File: src/design/efr_pkg.sv
// Shared types and constants for the escaped frame receiver.
`timescale 1ns / 1ps

package efr_pkg;

  // Framing bytes
  localparam logic [7:0] START_BYTE  = 8'h10;
  localparam logic [7:0] XOR_MASK    = 8'h11;
  localparam logic [7:0] ESCAPE_BYTE = 8'h20;

  // Result event codes
  localparam logic [1:0] EV_STORED = 2'd0;
  localparam logic [1:0] EV_GOOD   = 2'd1;
  localparam logic [1:0] EV_BAD    = 2'd2;
  localparam logic [1:0] EV_EMPTY  = 2'd3;

  // Receive phases
  typedef enum logic [2:0] {
    PH_IDLE  = 3'd0,
    PH_CMD   = 3'd1,
    PH_LEN   = 3'd2,
    PH_DATA  = 3'd3,
    PH_CHECK = 3'd4
  } phase_t;

  // One result item
  typedef struct packed {
    logic [7:0] byte_value;
    logic [8:0] byte_index;
    logic [1:0] event_res;
  } efr_result_t;

endpackage

File: src/design/escaped_frame_receiver.sv
// A byte accepted from in_* is held in the input register; its result is then registered
// in the result register, which drives out_*.
// Throughput: one byte per cycle; the input register and result register stall
// together only when the result register is full and not being taken.
// Escape bytes and idle noise use a slot but produce no result transaction.
// Reset (rst_n low, synchronous) empties both registers and returns to idle.
`timescale 1ns / 1ps

module escaped_frame_receiver
  import efr_pkg::*;
(
  input  logic        clk,
  input  logic        rst_n,
  input  logic        in_tvalid,
  output logic        in_tready,
  input  logic [7:0]  in_tdata,   // [7:0] rx_byte
  output logic        out_tvalid,
  input  logic        out_tready,
  output logic [23:0] out_tdata,  // [8:0] byte_index, [16:9] byte_value, [23:17] zero
  output logic [1:0]  out_tuser   // [1:0] event_res
);

  logic        advance;
  logic        byte_valid;
  logic [7:0]  rx_byte;
  logic        step;
  logic        res_valid;
  efr_result_t res;

  assign step = byte_valid && advance;

  efr_in_stage u_in (
    .clk       (clk),
    .rst_n     (rst_n),
    .in_tvalid (in_tvalid),
    .in_tready (in_tready),
    .in_tdata  (in_tdata),
    .advance   (advance),
    .byte_valid(byte_valid),
    .rx_byte   (rx_byte)
  );

  efr_core u_core (
    .clk      (clk),
    .rst_n    (rst_n),
    .step     (step),
    .rx_byte  (rx_byte),
    .res_valid(res_valid),
    .res      (res)
  );

  efr_out_stage u_out (
    .clk       (clk),
    .rst_n     (rst_n),
    .load      (step),
    .res_valid (res_valid),
    .res       (res),
    .advance   (advance),
    .out_tvalid(out_tvalid),
    .out_tready(out_tready),
    .out_tdata (out_tdata),
    .out_tuser (out_tuser)
  );

endmodule

File: src/design/efr_in_stage.sv
// Input register stage: holds one received byte for the frame logic.
`timescale 1ns / 1ps

module efr_in_stage
  import efr_pkg::*;
(
  input  logic       clk,
  input  logic       rst_n,
  input  logic       in_tvalid,
  output logic       in_tready,
  input  logic [7:0] in_tdata,
  input  logic       advance,
  output logic       byte_valid,
  output logic [7:0] rx_byte
);

  logic       valid_r;
  logic       valid_nxt;
  logic [7:0] byte_r;

  // Take a new byte whenever the held one is empty or moves on this cycle
  assign in_tready = !valid_r || advance;
  assign valid_nxt = in_tready ? in_tvalid : valid_r;

  always_ff @(posedge clk) begin
    if (!rst_n) begin
      valid_r <= 1'b0;
    end else begin
      valid_r <= valid_nxt;
    end
  end

  always_ff @(posedge clk) begin
    if (in_tready && in_tvalid) begin
      byte_r <= in_tdata;
    end
  end

  assign byte_valid = valid_r;
  assign rx_byte    = byte_r;

endmodule

File: src/design/efr_core.sv
// Frame logic: unescaping, receive phase machine, checksum and result build.
`timescale 1ns / 1ps

module efr_core
  import efr_pkg::*;
(
  input  logic        clk,
  input  logic        rst_n,
  input  logic        step,
  input  logic [7:0]  rx_byte,
  output logic        res_valid,
  output efr_result_t res
);

  phase_t     phase_r,   phase_nxt;
  logic       esc_r,     esc_nxt;
  logic [7:0] sum_r,     sum_nxt;
  logic [7:0] left_r,    left_nxt;
  logic [8:0] pos_r,     pos_nxt;

  always_ff @(posedge clk) begin
    if (!rst_n) begin
      phase_r <= PH_IDLE;
      esc_r   <= 1'b0;
      sum_r   <= '0;
      left_r  <= '0;
      pos_r   <= '0;
    end else if (step) begin
      phase_r <= phase_nxt;
      esc_r   <= esc_nxt;
      sum_r   <= sum_nxt;
      left_r  <= left_nxt;
      pos_r   <= pos_nxt;
    end
  end

  // Next state and result for the byte at hand
  always_comb begin
    logic [7:0] b;
    logic [7:0] left_dec;
    b         = esc_r ? (rx_byte ^ XOR_MASK) : rx_byte;
    left_dec  = left_r - 8'd1;
    phase_nxt = phase_r;
    esc_nxt   = 1'b0;
    sum_nxt   = sum_r;
    left_nxt  = left_r;
    pos_nxt   = pos_r;
    res_valid = 1'b0;
    res.event_res  = EV_STORED;
    res.byte_index = pos_r;
    res.byte_value = b;

    if (rx_byte == ESCAPE_BYTE) begin
      // escape marker: no result, next byte is unmasked
      esc_nxt = 1'b1;
    end else begin
      case (phase_r)
        PH_CMD: begin
          res_valid = 1'b1;
          sum_nxt   = sum_r + b;
          pos_nxt   = pos_r + 9'd1;
          phase_nxt = PH_LEN;
        end
        PH_LEN: begin
          res_valid = 1'b1;
          if (b == 8'd0) begin
            // empty frame is abandoned
            res.event_res = EV_EMPTY;
            phase_nxt     = PH_IDLE;
          end else begin
            left_nxt  = b;
            sum_nxt   = sum_r + b;
            pos_nxt   = pos_r + 9'd1;
            phase_nxt = PH_DATA;
          end
        end
        PH_DATA: begin
          res_valid = 1'b1;
          sum_nxt   = sum_r + b;
          pos_nxt   = pos_r + 9'd1;
          left_nxt  = left_dec;
          if (left_dec == 8'd0) begin
            phase_nxt = PH_CHECK;
          end
        end
        PH_CHECK: begin
          res_valid     = 1'b1;
          res.event_res = (b == sum_r) ? EV_GOOD : EV_BAD;
          phase_nxt     = PH_IDLE;
        end
        default: begin
          // idle: wait for the start byte, ignore noise
          phase_nxt = PH_IDLE;
          if (b == START_BYTE) begin
            res_valid      = 1'b1;
            res.byte_index = '0;
            sum_nxt        = b;
            pos_nxt        = 9'd1;
            phase_nxt      = PH_CMD;
          end
        end
      endcase
    end
  end

endmodule

File: src/design/efr_out_stage.sv
// Result register stage: holds one result until the downstream side takes it.
`timescale 1ns / 1ps

module efr_out_stage
  import efr_pkg::*;
(
  input  logic        clk,
  input  logic        rst_n,
  input  logic        load,
  input  logic        res_valid,
  input  efr_result_t res,
  output logic        advance,
  output logic        out_tvalid,
  input  logic        out_tready,
  output logic [23:0] out_tdata,
  output logic [1:0]  out_tuser
);

  logic        valid_r;
  logic        valid_nxt;
  efr_result_t res_r;

  // Register frees up when empty or being drained this cycle
  assign advance   = !valid_r || out_tready;
  assign valid_nxt = advance ? (load && res_valid) : valid_r;

  always_ff @(posedge clk) begin
    if (!rst_n) begin
      valid_r <= 1'b0;
    end else begin
      valid_r <= valid_nxt;
    end
  end

  always_ff @(posedge clk) begin
    if (advance && load && res_valid) begin
      res_r <= res;
    end
  end

  assign out_tvalid = valid_r;
  assign out_tdata  = {7'd0, res_r.byte_value, res_r.byte_index};
  assign out_tuser  = res_r.event_res;

endmodule

File: config.mk
export PLATFORM = sky130hd
export DESIGN_NAME = escaped_frame_receiver
export DESIGN_NICKNAME = d
export VERILOG_FILES = /design/src/design/efr_pkg.sv /design/src/design/escaped_frame_receiver.sv /design/src/design/efr_in_stage.sv /design/src/design/efr_core.sv /design/src/design/efr_out_stage.sv
export SDC_FILE = /design/constraint.sdc
export NUM_CORES = 1
export LEC_CHECK = 0
export ABC_AREA = 1
export BUFFER_PORTS_ARGS = -buffer_cell sky130_fd_sc_hd__clkbuf_2
export CORE_MARGIN = 2
export CORE_UTILIZATION = 35
export DETAILED_ROUTE_END_ITERATION = 12
export SKIP_CTS_REPAIR_TIMING = 1
export SYNTH_ARGS = -nofsm -noshare
export SYNTH_HDL_FRONTEND = slang
export SYNTH_SLANG_ARGS = --single-unit
File: constraint.sdc
create_clock -name clk -period 2.8 [get_ports clk]
set_clock_uncertainty 0.05 [all_clocks]
set_input_delay 0.42 -clock clk [delete_from_list [all_inputs] [get_ports clk]]
set_output_delay 0.42 -clock clk [all_outputs]
set_load 0.01 [all_outputs]
; Word-level counts from Yosys, hierarchy flattened
; Cells that the tools add are included.
[word_totals]
inputBits = 12
word_cells = 67
reg_bits = 58
[op_classes]
bitwise = 3
n_reduce_logical = 18
muxes = 23
n_addsub = 3
n_eq_ne = 9
[ops]
columns = op, n
row1 = $mux W9, 4
row2 = $pmux W9 S3, 1
row3 = $mux W8, 3
row4 = $pmux W8 S3, 1
row5 = $logic_not A8 Y1, 2
row6 = $pmux W8 S2, 1
row7 = $pmux W3 S4, 1
row8 = $mux W11, 1
row9 = $add A9 B1 Y9 const B, 1
row10 = $add A8 B8 Y8, 1
row11 = $eq A8 B5 Y1 const B, 1
row12 = $eq A8 B6 Y1 const B, 1
row13 = $eq A8 B8 Y1, 1
row14 = $sub A8 B1 Y8 const B, 1
row15 = $eq A3 B2 Y1 const B, 2
row16 = $mux W2, 3
row17 = $logic_and A1 B1 Y1, 5
row18 = $mux W1, 5
row19 = $mux W5, 1
row20 = $reduce_and A5 Y1, 1
row21 = $pmux W2 S2, 1
row22 = $reduce_and A4 Y1, 1
row23 = $reduce_or A4 Y1, 1
row24 = $eq A3 B1 Y1 const B, 1
row25 = 12 further kinds, 15

; Logic depth before layout (Yosys ltp)
; Gate-level depths: netlist (run 1).
[logic_depth]
word_depth = 7
ltp_mapped = 13
depth_no_buf = 13

; Hierarchy
; From an unflattened synthesis (run 1), not the netlist that was laid out.
[hier_totals]
hier_cells = 409
area_unflattened_um2 = 3185.6
[by_module_without_submodules]
columns = module, instances, cells_each, area_per_inst_um2, seq_area_each_um2
row1 = efr_core, 1, 358, 2208.4, 580.6
row2 = efr_out_stage, 1, 34, 678.2, 590.6
row3 = efr_in_stage, 1, 15, 291.5, 260.2
row4 = escaped_frame_receiver, 1, 2, 7.5, 0.0

; Least setup slack after synthesis (run 1)
; No wires, ideal clock.
[synth_timing]
path_type = flip-flop to flip-flop
start = reg u_in.byte_r[1] (netlist: u_in.rx_byte[1])
end = reg u_out.res_r (netlist bit u_out.out_tdata[0]), enable pin
n_path_buf = 0
synth_period_minus_slack_ns = 2.387
setup_time_ns = 0.403
stages_incl_launch_ff = 6
t_arrival_ns = 1.934
slack_ns = 0.413
cell_sequence = edfxtp_1 -> inv_1 -> nand3_1 -> nor2_1 -> nand2_1 -> a21oi_1
[synth_via]
elab_chain_cells = 6
elab_cells_between_ends = 7
[synth_rtl]
columns = item, line
row1 = from (decl), efr_in_stage.sv:19  ; logic [7:0] byte_r;
row2 = from (signal assigned), efr_in_stage.sv:35  ; byte_r <= in_tdata;
row3 = $mux W5, efr_core.sv:41  ; b = esc_r ? (rx_byte ^ XOR_MASK) : rx_byte;
row4 = $eq A8 B5 Y1, efr_core.sv:94  ; if (b == START_BYTE) begin
row5 = $mux W1, efr_core.sv:94
row6 = $mux W1, efr_core.sv:57  ; case (phase_r)
row7 = $mux W1 *, efr_core.sv:53  ; if (rx_byte == ESCAPE_BYTE) begin
row8 = $logic_and A1 B1 Y1 *, efr_out_stage.sv:36  ; if (advance && load && res_valid) begin
row9 = to (signal assigned), efr_out_stage.sv:37  ; res_r <= res;
row10 = to (decl), efr_out_stage.sv:21  ; efr_result_t res_r;
; Every way passes the cells marked *; elsewhere a longest branch is shown, timed or not.
; A chain may end at the register's enable or synchronous reset.

==> results of run 1 <==
==> cells in the final DEF, fill, tap and decap left out, drive strengths merged <==
cell type / netlist / final
or3: 1 / 1
clkinvlp: 0 / 3
ha: 10 / 10
a21boi: 1 / 1
edfxtp: 27 / 27
dfxtp: 31 / 31
nand4: 4 / 4
or2: 1 / 1
bufinv: 0 / 1
nor3: 2 / 2
nand2: 98 / 98
nand3: 35 / 35
xnor2: 4 / 4
conb: 1 / 7
nor2: 42 / 42
a21oi: 37 / 37
fa: 1 / 1
clkbuf: 6 / 42
nor4: 1 / 1
xor2: 7 / 7
buf: 9 / 4
o21ai: 25 / 25
clkinv: 0 / 2
inv: 55 / 55
==> registers in the layout (all words and copies together), names as in the netlist, 2 cells and up <==
| register | cells |
|---|---|
| u_out.out_tdata | 17 |
| u_core.pos_r | 9 |
| u_core.left_r | 8 |
| u_core.sum_r | 8 |
| u_in.rx_byte | 8 |
| u_core.phase_r | 3 |
| u_out.out_tuser | 2 |
==> path summary, 6_finish.rpt <==
| kind | endpoint | slack [ns] | cells past startpoint |
|---|---|---|---|
| setup reg to reg | u_core.sum_r[6]$_SDFFE_PN0P_ | 0.64 | 13 |
| hold reg to reg | u_core.sum_r[7]$_SDFFE_PN0P_ | 0.44 | 2 |
| hold / removal | u_in.rx_byte[5]$_DFFE_PP_ | 0.21 | 1 |
| setup / recovery | u_core.sum_r[6]$_SDFFE_PN0P_ | 0.64 | 13 |
==> cell usage after synthesis (all sizes together) <==
| library cell | instances | share of area, % |
|---|---|---|
| xor2 | 7 | 2.2 |
| nand2 | 98 | 12 |
| clkbuf | 6 | 0.72 |
| nand3 | 35 | 6.2 |
| nor3 | 2 | 0.32 |
| conb | 1 | 0.12 |
| xnor2 | 4 | 1.1 |
| or3 | 1 | 0.20 |
| buf | 9 | 2.3 |
| o21ai | 25 | 4.0 |
| dfxtp | 31 | 20 |
| edfxtp | 27 | 26 |
| nor4 | 1 | 0.20 |
| or2 | 1 | 0.20 |
| a21oi | 37 | 6.5 |
| a21boi | 1 | 0.24 |
| nor2 | 42 | 5.5 |
| inv | 55 | 6.8 |
| nand4 | 4 | 0.80 |
| ha | 10 | 4.0 |
| fa | 1 | 0.64 |
==> cell families after synthesis <==
| kind of cell | Yosys count | share of synthesized area [%] |
|---|---|---|
| adder cells (fa/ha/maj) | 11 | 4.66 |
| other | 1 | 0.120 |
| flip-flops | 58 | 45.9 |
| AND/OR/NAND/NOR | 184 | 25.3 |
| XOR/XNOR | 11 | 3.33 |
| buffers and inverters | 70 | 9.80 |
| AO/OA/AOI/OAI | 63 | 10.8 |
==> cell type report <==
type	count	share of cell area, %
flip-flops and latches	58	40.0
inverters	55	5.91
multi-input cells	276	39.3
clock buffers	10	3.85
clock inverters	6	1.85
repair buffers	36	5.32
well taps	108	3.78
==> power by group through the flow <==
stage / clock (mW) / combinational [mW] / sequential (mW)
3_3_place_gp: 0 / 0.235 / 0.959
4_1_cts: 0.812 / 0.240 / 0.941
6_report: 0.790 / 0.240 / 0.941
5_1_grt: 0.859 / 0.271 / 0.944
3_5_place_dp: 0 / 0.238 / 0.960
2_1_floorplan: 0 / 0.174 / 0.958
==> metal layers <==
| metal | GRT usage (%) | vias up |
|---|---|---|
| met5 | 0 | - |
| met2 | 23.0 | 67 |
| met4 | 5.69 | 0 |
| met1 | 21.9 | 1203 |
| li1 | - | 1349 |
| met3 | 3.36 | 9 |
==> worst max-delay path, cell delays in order, from the launching register on <==
cell and delay (ns):
dfxtp_1 0.44, xor2_2 0.27, ha_1 0.22, inv_1 0.05, fa_1 0.35, inv_1 0.09
nand3_1 0.07, nand2_1 0.10, nand2_1 0.07, nand2_1 0.06, nand2_1 0.05, nand3_1 0.06
nand3_1 0.07, a21oi_1 0.12
==> flow_metrics.tcl, run 1 <==
set metrics [dict create \
    portBuffers 32 \
    finalWorstPathRequiredPeriod_ns 2.16 \
    post-route-worst-setup-slack_ns 0.635 \
    hold_path.startpoint "in_tdata[5]" \
    holdWs_ns 0.208 \
    setup.worst_path.start "u_core.esc_r$_SDFFE_PN0P_" \
    design.portCount 40 \
    pin_count_of_the_biggest_net_entering_global_routing 21 \
    sequentialPowerShare_pct 47.7 \
    layout-area-overhead-vs-synth_pct 14.8 \
    cp-start-kind "flip-flop" \
    ir_worst_vdd_uv 247 \
    cp_data_arrival_time_ns 2.37 \
    dr.first_iter.drc_count 197 \
    synth_seq_area_share_pct 45.9 \
    power.density_cell_area_mw_per_mm2 551 \
    final_min_period_over_clock_period_pct 77.3 \
    clock_power_share_pct 40.1 \
    num_vias 2628 \
    postLayoutCoreUtil_pct 41.2 \
    place.detailed.hpwl_um 5130 \
    final_area_mm2 0.00358 \
    coreArea_mm2 0.00868 \
    insertion_delay_ns 0.34 \
    p_leak_nw 1.60 \
    cap_viol_max_count 0 \
    timing.critical_path.to_type "flip-flop" \
    postSynthCellCount 398 \
    first_pass_iters 5 \
    report.final.setup_viol 0 \
    finalWirelength_um 7110 \
    timing_worst_setup_path_type "flip-flop to flip-flop" \
    vias_in_the_first_global_route 2465 \
    detailed_place.area_mm2 0.00337 \
    switching_power_uw 539 \
    route.detailed.vias_per_inst 4.79 \
    finalNetCount 459 \
    overflow 0 \
    met2WireLength_um 3080 \
    globalRouteTotalUtil_pct 15.4 \
    clkTransAtPathRegs_ns 0.07 \
    cts_max_path_bufs 2 \
    synthesis.yosys.warnings 0 \
    cell_row_count 34 \
    finalMaxSlewViolations 0 \
    layout.filler_cells 914 \
    setup_tns_ns 0 \
    cts_inserted_buffers 9 \
    tritoncts "built" \
    numPlacedInstances 533 \
    multi_input_area_mm2 0.00141 \
    run_status "finished clean" \
    layoutNonFillerInstCount 549 \
    cts_num_sinks 58 \
    syn-cell-area_mm2 0.00312 \
    fin_total_pwr_mw 1.97 \
    wl_per_cell_um 12.9 \
    timing.final.hold_violations 0 \
    first_pass_grt_wire_length_um 11900 \
    grt_setup_unrepaired "false" \
    flip_flop_and_latch_count_after_synthesis 58 \
    cp.required_ns 3.01 \
    wl_met1_um 3570 \
    n_antenna_cell 0 \
    synthesis.area_per_instance_um2 7.83 \
    antenna_violating_nets_post_route 0 \
    start_util_pct 35.9 \
    worst_hold_path_type "input pin to flip-flop" \
    netlist-cell-type-count 31 \
    antenna_found_initial 0 \
    cts_root_buffer "clkbuf_8" \
    p_int_mw 1.43 \
    total_length_of_routed_met3_wires_um 344 \
    place_ws_ns 0.635 \
    highest_layer "met4" \
    comb_power_share_pct 12.2 \
    layout-drive-gt1-share_pct 15.6 \
    reg2reg_from "u_core.esc_r$_SDFFE_PN0P_" \
    globalplace.congestion 0.843 \
    cts.htree.levels 3 \
    drc_violations_left 0 \
    final-seq-area_mm2 0.00143 \
    die_x_um 98.3 \
    path_max_fanout 5 \
    p_sw_share_pct 27.4 \
    die_area_mm2 0.00967 \
    dieHeight_um 98.3 \
    achievable-frequency_mhz 462 \
]
Power figures use the tool's default switching activity.
==> run 2: changes to the inputs <==
--- a/config.mk
+++ b/config.mk
@@ -5,7 +5,7 @@
 export SDC_FILE = /design/constraint.sdc
 export NUM_CORES = 1
 export LEC_CHECK = 0
-export ABC_AREA = 1
+export ABC_AREA = 0
 export BUFFER_PORTS_ARGS = -buffer_cell sky130_fd_sc_hd__clkbuf_2
 export CORE_MARGIN = 2
 export CORE_UTILIZATION = 35
==> constraint.sdc (replaced) <==
create_clock -name clk -period 1.8 [get_ports clk]
set_clock_uncertainty 0.05 [all_clocks]
set_input_delay 0.27 -clock clk [delete_from_list [all_inputs] [get_ports clk]]
set_output_delay 0.27 -clock clk [all_outputs]
set_load 0.01 [all_outputs]
==> flow_metrics.tcl, run 2 <==
set metrics [dict create \
    run_status "finished with violations" \
    violations "negative setup slack" \
    comb_power_share_pct 19.0 \
    layout-drive-gt1-share_pct 42.4 \
    drc_violations_left 0 \
    cts_root_buffer "clkbuf_8" \
    sequentialPowerShare_pct 44.3 \
    cts_num_sinks 58 \
    timing.critical_path.max_delay_family "buffers and inverters" \
    synth_fa_ha_area_share_pct 4.57 \
    netlist-cell-type-count 60 \
    detailed_place.area_mm2 0.00398 \
    clock_power_share_pct 36.7 \
    start_util_pct 36.3 \
    cp_slowest_cell "edfxtp_1" \
    final_area_mm2 0.00465 \
    synthesis.yosys.warnings 0 \
    postSynthCellCount 326 \
    num_vias 2941 \
    die_x_um 99.3 \
    globalRouteTotalUtil_pct 17.2 \
    setup.worst_path.start "u_in.rx_byte[6]$_DFFE_PP_" \
    regToRegSetupSlack_ns -0.35 \
    portBuffers 32 \
    finalWorstPathRequiredPeriod_ns 2.15 \
    r2r_end "u_out.out_tdata[4]$_DFFE_PP_" \
    dr.first_iter.drc_count 107 \
    synth_compound_area_share_pct 20.1 \
    layout-area-overhead-vs-synth_pct 46.3 \
    pin_count_of_the_biggest_net_entering_global_routing 21 \
    largest_reg_flops 17 \
    yosys-mux-area-fraction_pct 0.315 \
    cp.depth 6 \
    flip_flop_and_latch_count_after_synthesis 58 \
    achievable-frequency_mhz 465 \
    p_int_mw 2.39 \
    dieHeight_um 99.3 \
    crit_path_cell_trace "nor4_4 > buf_4 > nand4_4 > buf_6 > a21oi_4 > clkbuf_16" \
    final_cell_mix "55 x buf_4, 32 x clkbuf_2, 30 x dfxtp_1" \
    critical_path_buf_inv_count 3 \
    grt_setup_unrepaired "true" \
    n_antenna_cell 0 \
    cts_max_path_bufs 2 \
    antenna_violating_nets_post_route 0 \
    syn-cell-area_mm2 0.00318 \
    finalMaxSlewViolations 0 \
    worst_hold_path.num_cells 1 \
    wl_per_cell_um 16.7 \
    hold_path.startpoint "in_tdata[2]" \
    largest_family_of_logic_cells_by_synthesized_area "simple AND/OR/NAND/NOR gates" \
    critical-path-max-stage-delay_ns 0.47 \
    coreArea_mm2 0.00876 \
    reg2reg_from "u_in.rx_byte[6]$_DFFE_PP_" \
    report.final.setup_viol 59 \
    timing.critical_path.to_type "flip-flop" \
    finalNetCount 452 \
    yosys-top-cells-area "edfxtp_1 26%, dfxtp_1 20%, ha_1 3.9%" \
    synth_most_common_cell "dfxtp_1" \
    route.detailed.vias_per_inst 5.43 \
    overflow 0 \
    switching_power_uw 915 \
    vias_in_the_first_global_route 2703 \
    worst_hold_path_type "input pin to flip-flop" \
    synthesis.area_per_instance_um2 9.75 \
    rr_worst_depth 6 \
    antenna_found_initial 0 \
    ir_worst_vdd_uv 411 \
    synth_largest_area_cell "edfxtp_1" \
    place.detailed.hpwl_um 5830 \
    synthArstFlopShare_pct 0 \
    postLayoutCoreUtil_pct 53.0 \
    synth_xor_xnor_area_share_pct 2.40 \
    cp.required_ns 1.80 \
    worstHoldEndpoint "u_in.rx_byte[2]$_DFFE_PP_" \
    design.portCount 40 \
    cap_viol_max_count 0 \
    cp_data_arrival_time_ns 2.16 \
    fraction_of_post_synthesis_cell_area_in_the_top_cell_type_by_area_pct 25.5 \
    cts_inserted_buffers 9 \
    p_leak_nw 1.76 \
    cp-start-kind "flip-flop" \
    tritoncts "built" \
    post-route-worst-setup-slack_ns -0.352 \
    layout.cells.most_common "buf_4" \
    finalWirelength_um 9030 \
    first_pass_iters 5 \
    timing_worst_setup_path_type "flip-flop to flip-flop" \
    commonest_cells_in_the_netlist "31 x dfxtp_1, 27 x edfxtp_1, 22 x nand2_1, 21 x a21oi_1, 17 x nor2_1" \
    cell_row_count 34 \
    power.density_cell_area_mw_per_mm2 711 \
    post_synthesis_simple_gate_area_fraction_pct 22.3 \
    cts.htree.levels 3 \
    final_min_period_over_clock_period_pct 120 \
    p_sw_share_pct 27.7 \
    globalplace.congestion 0.903 \
    ys_dominant_reg_cell "dfxtp_1" \
    first_pass_grt_wire_length_um 13500 \
    die_area_mm2 0.00986 \
    synth_seq_area_share_pct 45.0 \
    path_max_fanout 10 \
    synth-edff-count 27 \
    timing.final.hold_violations 0 \
    insertion_delay_ns 0.34 \
    clkTransAtPathRegs_ns 0.07 \
]
run 2: per-layer routing:
metal / wire [µm] / up-vias / share of wire (%) / global-route usage (%)
met4: 201 / 0 / 2.2 / 6.32
met5: 0 / - / 0 / 0
li1: - / 1434 / - / -
met2: 4430 / 87 / 49 / 26.6
met1: 3980 / 1406 / 44 / 23.7
met3: 408 / 14 / 4.5 / 3.94
run 2: worst max-delay path by stage:
| stage | to | slack (ns) |
|---|---|---|
| after floorplan | u_out.out_tdata[0]$_DFFE_PP_ | -0.39 |
| final | u_out.out_tdata[4]$_DFFE_PP_ | -0.35 |
| after global placement | u_out.out_tuser[0]$_SDFFCE_PP0P_ | -0.39 |
| after global routing | u_core.sum_r[6]$_SDFFE_PN0P_ | -0.46 |
| after CTS | u_out.out_tuser[0]$_SDFFCE_PP0P_ | -0.45 |
| after detailed placement | u_out.out_tuser[0]$_SDFFCE_PP0P_ | -0.42 |
run 2: layout make-up:
cell class                      count  area (µm²)
Tap cell                          108         135
Timing Repair Buffer              109         892
Multi-Input combinational cell    240        1960
Clock inverter                      4        43.8
Inverter                           11        41.3
Fill cell                         758        4120
Clock buffer                       12         145
Sequential cell                    58        1430
run 2: cells by family (layout without fill, tap and decap cells):
kind of cell    count (synthesis)  count (layout)
compound gates                 90              91
xor+xnor                        7               7
fa+ha+maj                      11              11
buf+inv                        35             136
flops                          58              58
mux                             1               1
other cells                     1               7
simple gates                  123             123
run 2: stage by stage:
stage	cells	total power, mW	setup TNS (ns)	worst slack, ns	hold WS (ns)
floorplan	332	1.80	-12.63	-0.394	0.319
global placement	509	2.00	-12.39	-0.388	0.399
detailed placement	509	2.00	-13.81	-0.416	0.400
CTS	525	3.21	-15.11	-0.452	0.0407
global route	542	3.44	-20.80	-0.461	0.0447
finish	542	3.30	-16.18	-0.352	0.0587
run 2: worst register-to-register path, delay by kind of cell (launching register included):
family          cells  cell delay, ns
buf+inv             3            0.60
simple gates        2            0.49
flops               1            0.47
compound gates      1            0.26
run 2: power by group through the flow:
stage	sequential, mW	combinational (mW)	clock, mW
after floorplan	1.49	0.307	0
after global placement	1.49	0.509	0
after detailed placement	1.49	0.514	0
after CTS	1.46	0.518	1.23
after global routing	1.47	0.680	1.29
final	1.46	0.629	1.21
==> run 3: changes to the inputs <==
--- a/config.mk
+++ b/config.mk
@@ -8,8 +8,9 @@
 export ABC_AREA = 0
 export BUFFER_PORTS_ARGS = -buffer_cell sky130_fd_sc_hd__clkbuf_2
 export CORE_MARGIN = 2
-export CORE_UTILIZATION = 35
+export CORE_UTILIZATION = 50
 export DETAILED_ROUTE_END_ITERATION = 12
+export PLACE_DENSITY = 0.73
 export SKIP_CTS_REPAIR_TIMING = 1
 export SYNTH_ARGS = -nofsm -noshare
 export SYNTH_HDL_FRONTEND = slang
==> flow_metrics.tcl, run 3 (synthesis gave the netlist of run 2 again) <==
set metrics [dict create \
    n_antenna_cell 0 \
    wl_per_cell_um 21.2 \
    num_vias 3280 \
    route.detailed.vias_per_inst 6.36 \
    start_util_pct 50.9 \
    violations "negative setup slack" \
    ir_worst_vdd_uv 620 \
    place.detailed.hpwl_um 5940 \
    final_min_period_over_clock_period_pct 124 \
    die_area_mm2 0.00701 \
    timing.final.hold_violations 0 \
    numPlacedInstances 485 \
    pin_count_of_the_biggest_net_entering_global_routing 17 \
    grt_setup_unrepaired "true" \
    cts_num_sinks 58 \
    cts_root_buffer "clkbuf_8" \
    design.portCount 40 \
    cap_viol_max_count 0 \
    dieHeight_um 83.7 \
    r2r_end "u_core.sum_r[6]$_SDFFE_PN0P_" \
    rr_worst_depth 11 \
    cts_max_path_bufs 2 \
    vias_in_the_first_global_route 2896 \
    setup_tns_ns -16.90 \
    finalWirelength_um 10900 \
    achievable-frequency_mhz 448 \
    total_length_of_routed_met3_wires_um 913 \
    layout-drive-gt1-share_pct 46.2 \
    wl_met1_um 4180 \
    layout.cells.most_common "buf_4" \
    path_max_fanout 2 \
    layout-area-overhead-vs-synth_pct 49.5 \
    post-route-worst-setup-slack_ns -0.430 \
    final_area_mm2 0.00475 \
    overflow 0 \
    timing_worst_setup_path_type "flip-flop to flip-flop" \
    cp.required_ns 2.01 \
    layoutNonFillerInstCount 516 \
    setup.worst_path.start "u_in.rx_byte[0]$_DFFE_PP_" \
    cts_inserted_buffers 9 \
    antenna_violating_nets_post_route 0 \
    finalWorstPathRequiredPeriod_ns 2.23 \
    worst_hold_path_type "input pin to flip-flop" \
    clkTransAtPathRegs_ns 0.08 \
    drc_violations_left 0 \
    highest_layer "met4" \
    finalNetCount 457 \
    dr.first_iter.drc_count 400 \
    die_x_um 83.7 \
    report.final.setup_viol 58 \
    cell_row_count 29 \
    first_pass_iters 5 \
    reg2reg_from "u_in.rx_byte[0]$_DFFE_PP_" \
    met2WireLength_um 5340 \
    timing.critical_path.to_type "flip-flop" \
    finalMaxSlewViolations 0 \
    cp_data_arrival_time_ns 2.44 \
    cts.htree.levels 3 \
    antenna_found_initial 0 \
    regToRegSetupSlack_ns -0.43 \
    final_cell_mix "54 x buf_4, 32 x clkbuf_2, 30 x dfxtp_1" \
    cp-start-kind "flip-flop" \
    tritoncts "built" \
    insertion_delay_ns 0.35 \
    end_of_the_critical_path "u_core.sum_r[6]$_SDFFE_PN0P_" \
    largest_reg_flops 17 \
    globalRouteTotalUtil_pct 24.4 \
    p_leak_nw 1.80 \
    coreArea_mm2 0.00624 \
    detailed_place.area_mm2 0.00397 \
    globalplace.congestion 0.926 \
    holdWs_ns 0.0442 \
    power.density_cell_area_mw_per_mm2 751 \
    portBuffers 32 \
    run_status "finished with violations" \
    first_pass_grt_wire_length_um 13700 \
]
==> run 3: changes by cell type in the layout (fill, tap and decap cells not counted), sizes merged <==
| cell | previous run | this run |
|---|---|---|
| clkinv | 3 | 2 |
| clkbuf | 46 | 44 |
| clkinvlp | 0 | 1 |
| o2111ai | 6 | 5 |
| bufinv | 1 | 2 |
| buf | 75 | 82 |
==> run 3: metrics by stage <==
step | power (mW) | util (%) | setup slack (ns)
4_1_cts | 3.35 | 67.1 | -0.518
5_1_grt | 3.67 | 76.1 | -0.525
3_3_place_gp | 2.00 | 63.6 | -0.322
3_5_place_dp | 2.02 | 63.6 | -0.462
6_report | 3.57 | 76.1 | -0.430
2_1_floorplan | 1.80 | - | -0.394
==> run 3: layout make-up <==
type | instances | area (µm²)
Clock buffer | 11 | 141
Clock inverter | 5 | 77.6
Fill cell | 369 | 1490
Inverter | 11 | 41.3
Multi-Input combinational cell | 239 | 2030
Sequential cell | 58 | 1430
Tap cell | 77 | 96.3
Timing Repair Buffer | 115 | 936
==> run 3: report_power, final <==
part / total (mW) / switching [mW] / internal, mW / leakage (nW)
Combinational: 0.712 / 0.390 / 0.321 / 1.20
Sequential: 1.47 / 0.0415 / 1.42 / 0.491
Clock: 1.39 / 0.577 / 0.813 / 0.109
==> run 3: per-layer routing <==
metal,vias to the layer above,global-route usage [%]
li1,1446,-
met1,1562,31.9
met2,211,39.2
met3,61,5.64
met4,0,9.68
met5,-,0
==> run 3: worst max-delay path, stage by stage, from the launching register on <==
cell      delay (ns)
edfxtp_1        0.44
xnor2_2         0.20
inv_2           0.08
ha_4            0.17
inv_2           0.06
fa_2            0.22
nor2b_4         0.05
o31a_1          0.27
buf_6           0.14
nor4_4          0.14
a41oi_2         0.06
a311oi_2        0.27
==> run 3: worst min-delay path by stage <==
stage / slack [ns] / depth (start not counted) / from / to
2_1_floorplan: 0.32 / 0 / in_tdata[0] / u_in.rx_byte[0]$_DFFE_PP_
3_3_place_gp: 0.40 / 1 / in_tdata[6] / u_in.rx_byte[6]$_DFFE_PP_
3_5_place_dp: 0.40 / 1 / in_tdata[5] / u_in.rx_byte[5]$_DFFE_PP_
4_1_cts: 0.05 / 1 / in_tdata[6] / u_in.rx_byte[6]$_DFFE_PP_
5_1_grt: 0.03 / 1 / in_tdata[5] / u_in.rx_byte[5]$_DFFE_PP_
6_report: 0.04 / 1 / in_tdata[7] / u_in.rx_byte[7]$_DFFE_PP_
